## src/hdl/alc_pkg.sv

```systemverilog
package alc_pkg;

  // Operation codes carried in the op and kind fields
  localparam logic [1:0] OP_WRITE = 2'd0;
  localparam logic [1:0] OP_READ  = 2'd1;
  localparam logic [1:0] OP_GEN   = 2'd2;
  localparam logic [1:0] OP_NONE  = 2'd3;

  // Configuration register indexes
  localparam logic [1:0] CFG_MAX_AGE = 2'd0;
  localparam logic [1:0] CFG_COLS    = 2'd1;
  localparam logic [1:0] CFG_ROWS    = 2'd2;

  localparam int AGE_W = 8;
  localparam int DIM_W = 7;
  localparam int SUM_W = 20;

  typedef struct packed {
    logic [1:0]       op;
    logic [5:0]       col;
    logic [5:0]       row;
    logic [AGE_W-1:0] age;
  } alc_in_t;

  typedef struct packed {
    logic [1:0]       kind;
    logic [AGE_W-1:0] cell_age;
    logic [SUM_W-1:0] age_sum;
  } alc_out_t;

endpackage

```

## src/hdl/alc_rule.sv

```systemverilog
module alc_rule import alc_pkg::*; (
  input  logic [AGE_W-1:0] self_i,
  input  logic [AGE_W-1:0] nbr_i [8],
  input  logic [AGE_W-1:0] max_age_i,
  output logic [AGE_W-1:0] next_o
);

  logic [4:0] sum;

  function automatic logic [1:0] weight(logic [AGE_W-1:0] a, logic [AGE_W-1:0] m);
    logic [1:0] w;
    if (a == '0) begin
      w = 2'd0;
    end else if (a > m) begin
      w = 2'd3;
    end else begin
      w = 2'd1;
    end
    return w;
  endfunction

  // Add up the neighbor weights
  always_comb begin
    sum = '0;
    for (int i = 0; i < 8; i++) begin
      sum = sum + {3'b000, weight(nbr_i[i], max_age_i)};
    end
  end

  // Age a survivor, give birth, or drop to dead
  always_comb begin
    if (self_i != '0) begin
      next_o = (sum == 5'd2 || sum == 5'd3) ? self_i + 8'd1 : '0;
    end else begin
      next_o = (sum == 5'd3) ? 8'd1 : '0;
    end
  end

endmodule

```

## config.mk

```make
export PLATFORM = sky130hd
export DESIGN_NAME = alc_rule
export DESIGN_NICKNAME = d
export VERILOG_FILES = /design/src/hdl/alc_pkg.sv /design/src/hdl/alc_rule.sv
export SDC_FILE = /design/constraint.sdc
export NUM_CORES = 1
export LEC_CHECK = 0
export BUFFER_PORTS_ARGS = -buffer_cell sky130_fd_sc_hd__buf_2
export CAP_MARGIN = 10
export CORE_MARGIN = 5
export CORE_UTILIZATION = 56
export DETAILED_ROUTE_END_ITERATION = 6
export PLACE_DENSITY = 0.91
export SLEW_MARGIN = 20
export SYNTH_ARGS = -nofsm -noshare
export SYNTH_HDL_FRONTEND = slang
export SYNTH_SLANG_ARGS = --single-unit
```

## constraint.sdc

```tcl
create_clock -name vclk -period 6.85
set_input_delay 0.3425 -clock vclk [all_inputs]
set_output_delay 0.3425 -clock vclk [all_outputs]
set_load 0.01 [all_outputs]
```

==> impl_metrics.env, run 1 <==
export IMPL_outcome="complete, no violations"
export IMPL_p_leak_nw=1.354
export IMPL_register_area_um2=0
export IMPL_ctsResizeCount=0
export IMPL_synth_top_area_share_pct=41.16
export IMPL_drt_iter0_drc=100
export IMPL_antenna_left=0
export IMPL_synth_area_um2=2158
export IMPL_fmax_mhz=179.3
export IMPL_total_power_mw=0.3197
export IMPL_worstHoldStart="self_i[0]"
export IMPL_gr_usage_met2_pct=42.16
export IMPL_crit_path_cell_trace="buf_2 > inv_1 > ha_1 > a211oi_1 > nor2_1 > o31a_1 > fa_1 > inv_1 > fa_1 > fa_1 > fa_1 > inv_1 > ha_1 > fa_1 > nor2_1 > o2111ai_2 > nor2_1 > buf_2"
export IMPL_max_slew_margin_rel_pct=73.51
export IMPL_path_max_fanout=8
export IMPL_grt_met3_usage_pct=2.078
export IMPL_via_count=2313
export IMPL_syn_area_per_cell_um2=8.366
export IMPL_critPathBufInv=5
export IMPL_cpMaxStageDelayCell="fa_1"
export IMPL_final_common_cell="buf_2"
export IMPL_io_pins=88
export IMPL_worst_setup_path_start_kind="primary input"
export IMPL_io_buffers=88
export IMPL_drt_pass1_iter_count=5
export IMPL_overflow=0
export IMPL_top_usage_layer="met2"
export IMPL_cp_end_kind="output pin"
export IMPL_num_antenna_cells=0
export IMPL_grt_max_degree=9
export IMPL_syn_nets=420
export IMPL_hold_path_cell_count=3
export IMPL_required_ns=6.51
export IMPL_nFlopsAndLatches=0
export IMPL_multi_input_area_um2=2064
export IMPL_num_rows=22
export IMPL_grt_antenna_before_repair=0
export IMPL_grt_met1_usage_pct=27.55
export IMPL_nets=510
export IMPL_whs_ns=1.010
export IMPL_setup_violations=0
export IMPL_cap_violations=0
export IMPL_synth_cell_type_count=31
export IMPL_hold_viol_final=0
export IMPL_yosysWarnings=0
export IMPL_worst_pin_slew_ns=0.3939
export IMPL_min_to="next_o[0]"
export IMPL_nClkBuffers=0
export IMPL_final_cell_mix="buf_2 (88), ha_1 (71), nor2_1 (31)"
export IMPL_die_w_um=72.08
export IMPL_synthCells=258
export IMPL_coreArea_um2=3689
export IMPL_crit_path_frequent_cell="fa_1"
export IMPL_initial_utilization_pct=58.51
export IMPL_cp_arrival_ns=5.23
export IMPL_post_route_period_util_pct=81.40
export IMPL_vias_per_cell=5.871
export IMPL_hold_buffers=0
export IMPL_die_h_um=72.08
export IMPL_fp_dieArea_um2=5196
export IMPL_synth_area_leaders="ha_1 (41%), fa_1 (10%), nor2_1 (5.4%)"
export IMPL_irDropWorstVdd_uv=78.66
export IMPL_post_dp_hpwl_um=5299
export IMPL_crit_type="primary input to output pin"
export IMPL_yosysTopAreaCell="ha_1"
export IMPL_slowest_delay_ns=0.53
export IMPL_hold_path_class="primary input to output pin"
export IMPL_grt_pass1_wl_um=9880
export IMPL_place_congestion=0.8063
export IMPL_syn_to_final_growth_pct=23.19
export IMPL_drc=0
export IMPL_tns_ns=0
export IMPL_post_cts_repair_setup_buffers=0
export IMPL_cp_top_family="adder cells"
export IMPL_grt_pass1_vias=2377
export IMPL_rsz0062_at_grt="false"
export IMPL_routed_wl_um=5948
export IMPL_drive_gt1_share_pct=30.35
export IMPL_track_usage_pct=22.39
export IMPL_avgRoutedWirePerCell_um=15.10
export IMPL_p_per_area_nw_per_um2=120.2
export IMPL_fillerInstances=313
export IMPL_fin_crit_ns=5.576
export IMPL_drv_slew=0
export IMPL_ys_seq_area_share_pct=0
==> worst min-delay path, stage by stage <==
cell,delay [ns]
buf_2,0.12
a211oi_1,0.07
buf_2,0.13
==> metal layers <==
metal  part of all wire [%]  wire [µm]
met1                     42       2486
met2                     51       3007
met3                    6.8        406
met4                   0.81         48
met5                      0          0
==> where the power goes <==
| group | switching, mW | internal (mW) |
|---|---|---|
| sequential | 0 | 0 |
| clock | 0 | 0 |
| combinational | 0.179 | 0.141 |
==> worst max-delay path by stage <==
stage,from,endpoint,slack [ns],depth (start not counted)
floorplan,max_age_i[1],next_o[0],1.77,17
global placement,max_age_i[1],next_o[6],1.44,19
detailed placement,max_age_i[1],next_o[2],1.32,19
CTS,max_age_i[1],next_o[2],1.31,19
global route,max_age_i[1],next_o[2],1.06,19
finish,max_age_i[5],next_o[2],1.27,18
==> Yosys cell counts, types with 4 or more instances <==
cell      count
a211oi_1      8
a21oi_1      16
fa_1         11
ha_1         71
inv_1        25
nand2_1       6
nand4_1      15
nor2_1       31
nor2_2        4
nor2b_1       8
o211ai_1      8
o21ai_0       7
o31ai_1       4
or4_1         7
or4_4         7
==> cells by family after synthesis <==
group                    Yosys count  synth area share (%)
AO/OA/AOI/OAI                     52                 16.06
XOR/XNOR                           6                 2.435
adder cells (fa/ha/maj)           82                 51.36
buffers and inverters             25                 4.348
AND/OR/NAND/NOR                   93                 25.80
==> stage by stage <==
stage | setup WS [ns] | util, % | std cells | instance area [µm²]
after floorplan | 1.774 | - | 258 | 2158
after global placement | 1.442 | 72.08 | 394 | 2659
after detailed placement | 1.316 | 72.08 | 394 | 2659
after CTS | 1.313 | 72.08 | 394 | 2659
after global routing | 1.062 | 72.08 | 394 | 2659
final | 1.274 | 72.08 | 394 | 2659
==> final cells by class <==
cell class | instances | share of cell area (%)
Timing Repair Buffer | 88 | 16.56
Inverter | 25 | 3.529
Tap cell | 48 | 2.259
Multi-Input combinational cell | 233 | 77.65
Power figures use the tool's default switching activity.
==> inputs of run 2 (changes only) <==
--- a/config.mk
+++ b/config.mk
@@ -8,9 +8,9 @@
 export BUFFER_PORTS_ARGS = -buffer_cell sky130_fd_sc_hd__buf_2
 export CAP_MARGIN = 10
 export CORE_MARGIN = 5
-export CORE_UTILIZATION = 56
+export CORE_UTILIZATION = 52
 export DETAILED_ROUTE_END_ITERATION = 6
-export PLACE_DENSITY = 0.91
+export PLACE_DENSITY = 0.85
 export SLEW_MARGIN = 20
 export SYNTH_ARGS = -nofsm -noshare
 export SYNTH_HDL_FRONTEND = slang
==> constraint.sdc (replaced) <==
create_clock -name vclk -period 5.65
set_input_delay 0.2825 -clock vclk [all_inputs]
set_output_delay 0.2825 -clock vclk [all_outputs]
set_load 0.01 [all_outputs]
==> impl_metrics.env, run 2 (synthesized netlist as in run 1, its figures left out) <==
export IMPL_outcome="complete, no violations"
export IMPL_drive_gt1_share_pct=32.18
export IMPL_p_seq_share_pct=0
export IMPL_avgRoutedWirePerCell_um=14.51
export IMPL_tns_ns=0
export IMPL_swShare_pct=55.41
export IMPL_drv_slew=0
export IMPL_place_congestion=0.8244
export IMPL_coreArea_um2=4000
export IMPL_fillerInstances=347
export IMPL_p_per_area_nw_per_um2=151.6
export IMPL_routed_wl_um=5776
export IMPL_nClkBuffers=0
export IMPL_grt_max_degree=9
export IMPL_p_int_mw=0.1831
export IMPL_fp_dieArea_um2=5539
export IMPL_overflow=0
export IMPL_fmax_mhz=186.6
export IMPL_track_usage_pct=21.06
export IMPL_io_pins=88
export IMPL_crit_type="primary input to output pin"
export IMPL_nFlopsAndLatches=0
export IMPL_nets=512
export IMPL_cap_violations=0
export IMPL_initial_utilization_pct=53.96
export IMPL_combPwrFrac_pct=100.0
export IMPL_syn_to_final_growth_pct=25.45
export IMPL_drt_iter0_drc=72
export IMPL_num_rows=23
export IMPL_post_dp_hpwl_um=5170
export IMPL_required_ns=5.37
export IMPL_setup_violations=0
export IMPL_cp_end_kind="output pin"
export IMPL_register_area_um2=0
export IMPL_post_route_period_util_pct=94.83
export IMPL_drc=0
export IMPL_p_sw_mw=0.2275
export IMPL_via_count=2275
export IMPL_grt_pass1_wl_um=9577
export IMPL_grt_antenna_before_repair=0
export IMPL_die_h_um=74.43
export IMPL_worst_pin_slew_ns=0.4089
export IMPL_final_cells=398
export IMPL_rsz0062_at_grt="false"
export IMPL_placed_cells=397
export IMPL_p_clk_share_pct=0
export IMPL_io_buffers=88
export IMPL_die_w_um=74.43
export IMPL_max_slew_margin_rel_pct=72.71
export IMPL_slowest_delay_ns=0.55
export IMPL_hold_buffers=0
export IMPL_p_leak_nw=1.356
export IMPL_num_antenna_cells=0
export IMPL_crit_path_frequent_cell="fa_1"
export IMPL_final_common_cell="buf_2"
export IMPL_hold_path_class="primary input to output pin"
export IMPL_fin_crit_ns=5.358
export IMPL_antenna_left=0
export IMPL_final_cell_mix="buf_2 (88), ha_1 (71), nor2_1 (30)"
export IMPL_cp_arrival_ns=5.08
export IMPL_crit_path_cell_trace="buf_2 > clkinvlp_4 > ha_1 > a211oi_1 > nor2_1 > o31a_1 > fa_1 > inv_1 > fa_1 > fa_1 > fa_1 > inv_1 > ha_1 > fa_1 > nor2_2 > o211ai_1 > a211oi_1 > buf_2"
export IMPL_irDropWorstVdd_uv=127.3
export IMPL_cpMaxStageDelayCell="fa_1"
export IMPL_grt_pass1_vias=2298
export IMPL_vias_per_cell=5.716
export IMPL_worst_setup_path_start_kind="primary input"
export IMPL_path_max_fanout=6
export IMPL_drt_pass1_iter_count=4
export IMPL_hold_viol_final=0
run 2: cell count changes in the layout (fill, tap and decap cells not counted), moves of 2 or more:
cell	change
o31ai_1	-2
inv_1	-2
o31ai_2	+2
buf_4	+2
clkinvlp_4	+2
run 2: path summary, 6_finish.rpt:
check	start	to	slack (ns)	depth (start not counted)
setup / recovery	max_age_i[5]	next_o[0]	0.29	18
hold / removal	self_i[0]	next_o[0]	0.89	3
run 2: cell type report:
cell class	instances	area [µm²]	area share, %
multi-input combinational	233	2088	77.13
timing repair buffer	90	455.4	16.82
inverter	25	101.3	3.743
tap	50	62.56	2.311
run 2: per-layer routing:
metal  wire [µm]  vias to the layer above  GRT usage [%]
met3         349                        0          1.486
met5           0                        -              0
met2        2960                       63          39.80
met1        2466                     1045          27.01
li1            -                     1167              -
met4           0                        0          1.779
run 2: through the flow:
step / instance area, µm² / worst slack [ns] / power (mW) / hold slack, ns / utilization [%]
after floorplan: 2158 / 0.6945 / 0.2595 / 0.6482 / -
after global placement: 2669 / 0.3163 / 0.3667 / 0.8897 / 66.72
after detailed placement: 2669 / 0.2223 / 0.3792 / 0.8934 / 66.72
after CTS: 2669 / 0.2196 / 0.3821 / 0.8942 / 66.72
after global routing: 2708 / 0.05262 / 0.4734 / 0.9057 / 67.69
final: 2708 / 0.2922 / 0.4106 / 0.8893 / 67.69
run 2: power by group through the flow:
stage | sequential, mW | clock (mW) | combinational, mW
final | 0 | 0 | 0.411
after global placement | 0 | 0 | 0.367
after floorplan | 0 | 0 | 0.260
after detailed placement | 0 | 0 | 0.379
after global routing | 0 | 0 | 0.473
after CTS | 0 | 0 | 0.382
run 2: critical path, delay by kind of cell:
kind	cells	cell delay (ns)
and+or+nand+nor	2	0.28
buffers and inverters	5	0.56
adders and majority gates	7	3.08
AOI/OAI and AO/OA	4	0.87
run 2: timing repair:
item	4_1_cts	5_1_grt
gates resized for setup	0	6
endpoints found under the setup margin	0	6
buffers inserted	0	1
==> inputs of run 3 (changes only) <==
--- a/config.mk
+++ b/config.mk
@@ -11,6 +11,7 @@
 export CORE_UTILIZATION = 52
 export DETAILED_ROUTE_END_ITERATION = 6
 export PLACE_DENSITY = 0.85
+export RECOVER_POWER = 50
 export SLEW_MARGIN = 20
 export SYNTH_ARGS = -nofsm -noshare
 export SYNTH_HDL_FRONTEND = slang
==> impl_metrics.env, run 3 (synthesized netlist as in run 1, its figures left out) <==
export IMPL_outcome="complete, no violations"
export IMPL_syn_to_final_growth_pct=25.28
export IMPL_crit_path_cell_trace="buf_2 > clkinvlp_4 > ha_1 > a211oi_1 > nor2_1 > o31a_1 > fa_1 > inv_1 > fa_1 > fa_1 > fa_1 > inv_1 > ha_1 > fa_1 > nor2_2 > o211ai_1 > a211oi_1 > buf_2"
export IMPL_irDropWorstVdd_uv=127.2
export IMPL_crit_path_frequent_cell="fa_1"
export IMPL_io_pins=88
export IMPL_hold_viol_final=0
export IMPL_final_cell_mix="buf_2 (85), ha_1 (71), nor2_1 (30)"
export IMPL_cpMaxStageDelayCell="fa_1"
export IMPL_postPlaceCellArea_um2=2669
export IMPL_crit_cells=18
export IMPL_crit_type="primary input to output pin"
export IMPL_die_h_um=74.43
export IMPL_max_slew_margin_rel_pct=72.71
export IMPL_fillerInstances=349
export IMPL_fp_dieArea_um2=5539
export IMPL_slowest_delay_ns=0.55
export IMPL_grt_pass1_vias=2298
export IMPL_worst_setup_path_start_kind="primary input"
export IMPL_coreArea_um2=4000
export IMPL_io_buffers=88
export IMPL_required_ns=5.37
export IMPL_nFlopsAndLatches=0
export IMPL_path_max_fanout=6
export IMPL_post_dp_hpwl_um=5170
export IMPL_place_congestion=0.8244
export IMPL_register_area_um2=0
export IMPL_vias_per_cell=5.711
export IMPL_avgRoutedWirePerCell_um=14.52
export IMPL_track_usage_pct=21.06
export IMPL_die_w_um=74.43
export IMPL_final_common_cell="buf_2"
export IMPL_p_per_area_nw_per_um2=151.0
export IMPL_antenna_left=0
export IMPL_tns_ns=0
export IMPL_cap_violations=0
export IMPL_grt_max_degree=9
export IMPL_initial_utilization_pct=53.96
export IMPL_cp_arrival_ns=5.08
export IMPL_drv_slew=0
export IMPL_hold_path_cell_count=3
export IMPL_drive_gt1_share_pct=31.32
export IMPL_setup_violations=0
export IMPL_grt_antenna_before_repair=0
export IMPL_grt_pass1_wl_um=9577
export IMPL_cp_top_family="adder cells"
export IMPL_post_route_period_util_pct=94.83
export IMPL_placed_cells=397
export IMPL_final_cell_area_um2=2704
export IMPL_hold_path_class="primary input to output pin"
export IMPL_fin_crit_ns=5.358
export IMPL_fmax_mhz=186.6
export IMPL_num_rows=23
export IMPL_routed_wl_um=5778
export IMPL_critPathBufInv=5
export IMPL_drt_iter0_drc=71
export IMPL_num_antenna_cells=0
export IMPL_drt_pass1_iter_count=4
export IMPL_overflow=0
export IMPL_nClkBuffers=0
export IMPL_drc=0
export IMPL_worst_pin_slew_ns=0.4089
export IMPL_rsz0062_at_grt="false"
export IMPL_nets=512
export IMPL_cp_end_kind="output pin"
export IMPL_p_leak_nw=1.344
export IMPL_via_count=2273
export IMPL_final_cells=398
run 3: power breakdown:
part	total, mW	internal (mW)	switching, mW
logic	0.408	0.180	0.228
registers	0	0	0
clock network	0	0	0
total	0.408	0.180	0.228
run 3: worst paths after layout:
kind	end	start	slack, ns
min	next_o[0]	self_i[0]	0.89
max	next_o[0]	max_age_i[5]	0.29
run 3: layout make-up:
type,count,area (µm²),share of cell area (%)
multi-input cells,233,2088,77.23
inverters,25,101.3,3.748
well taps,50,62.56,2.314
repair buffers,90,451.7,16.71
run 3: tightest hold or removal path: cells and delay by family:
kind	cells	cell delay (ns)
buf+inv	2	0.25
compound gates	1	0.07
run 3: what timing repair did:
action | in CTS | in global routing
hold buffers | 0 | 0
setup buffers | 0 | 1
setup endpoints to repair | 0 | 6
resized for setup | 0 | 6
run 3: metrics by stage:
step                      hold slack [ns]  total power [mW]  utilization [%]  setup slack [ns]
after detailed placement           0.8934            0.3792            66.72            0.2223
final                              0.8892            0.4084            67.59            0.2922
after global placement             0.8897            0.3667            66.72            0.3163
after CTS                          0.8942            0.3821            66.72            0.2196
after global routing               0.9057            0.4710            67.59           0.05262
after floorplan                    0.6482            0.2595                -            0.6945
run 3: per-layer routing:
metal	vias to the layer above	routed length (µm)	GRT usage (%)
met5	-	0	0
met1	1043	2467	27.01
met2	63	2962	39.80
met3	0	349	1.486
met4	0	0	1.779
li1	1167	-	-
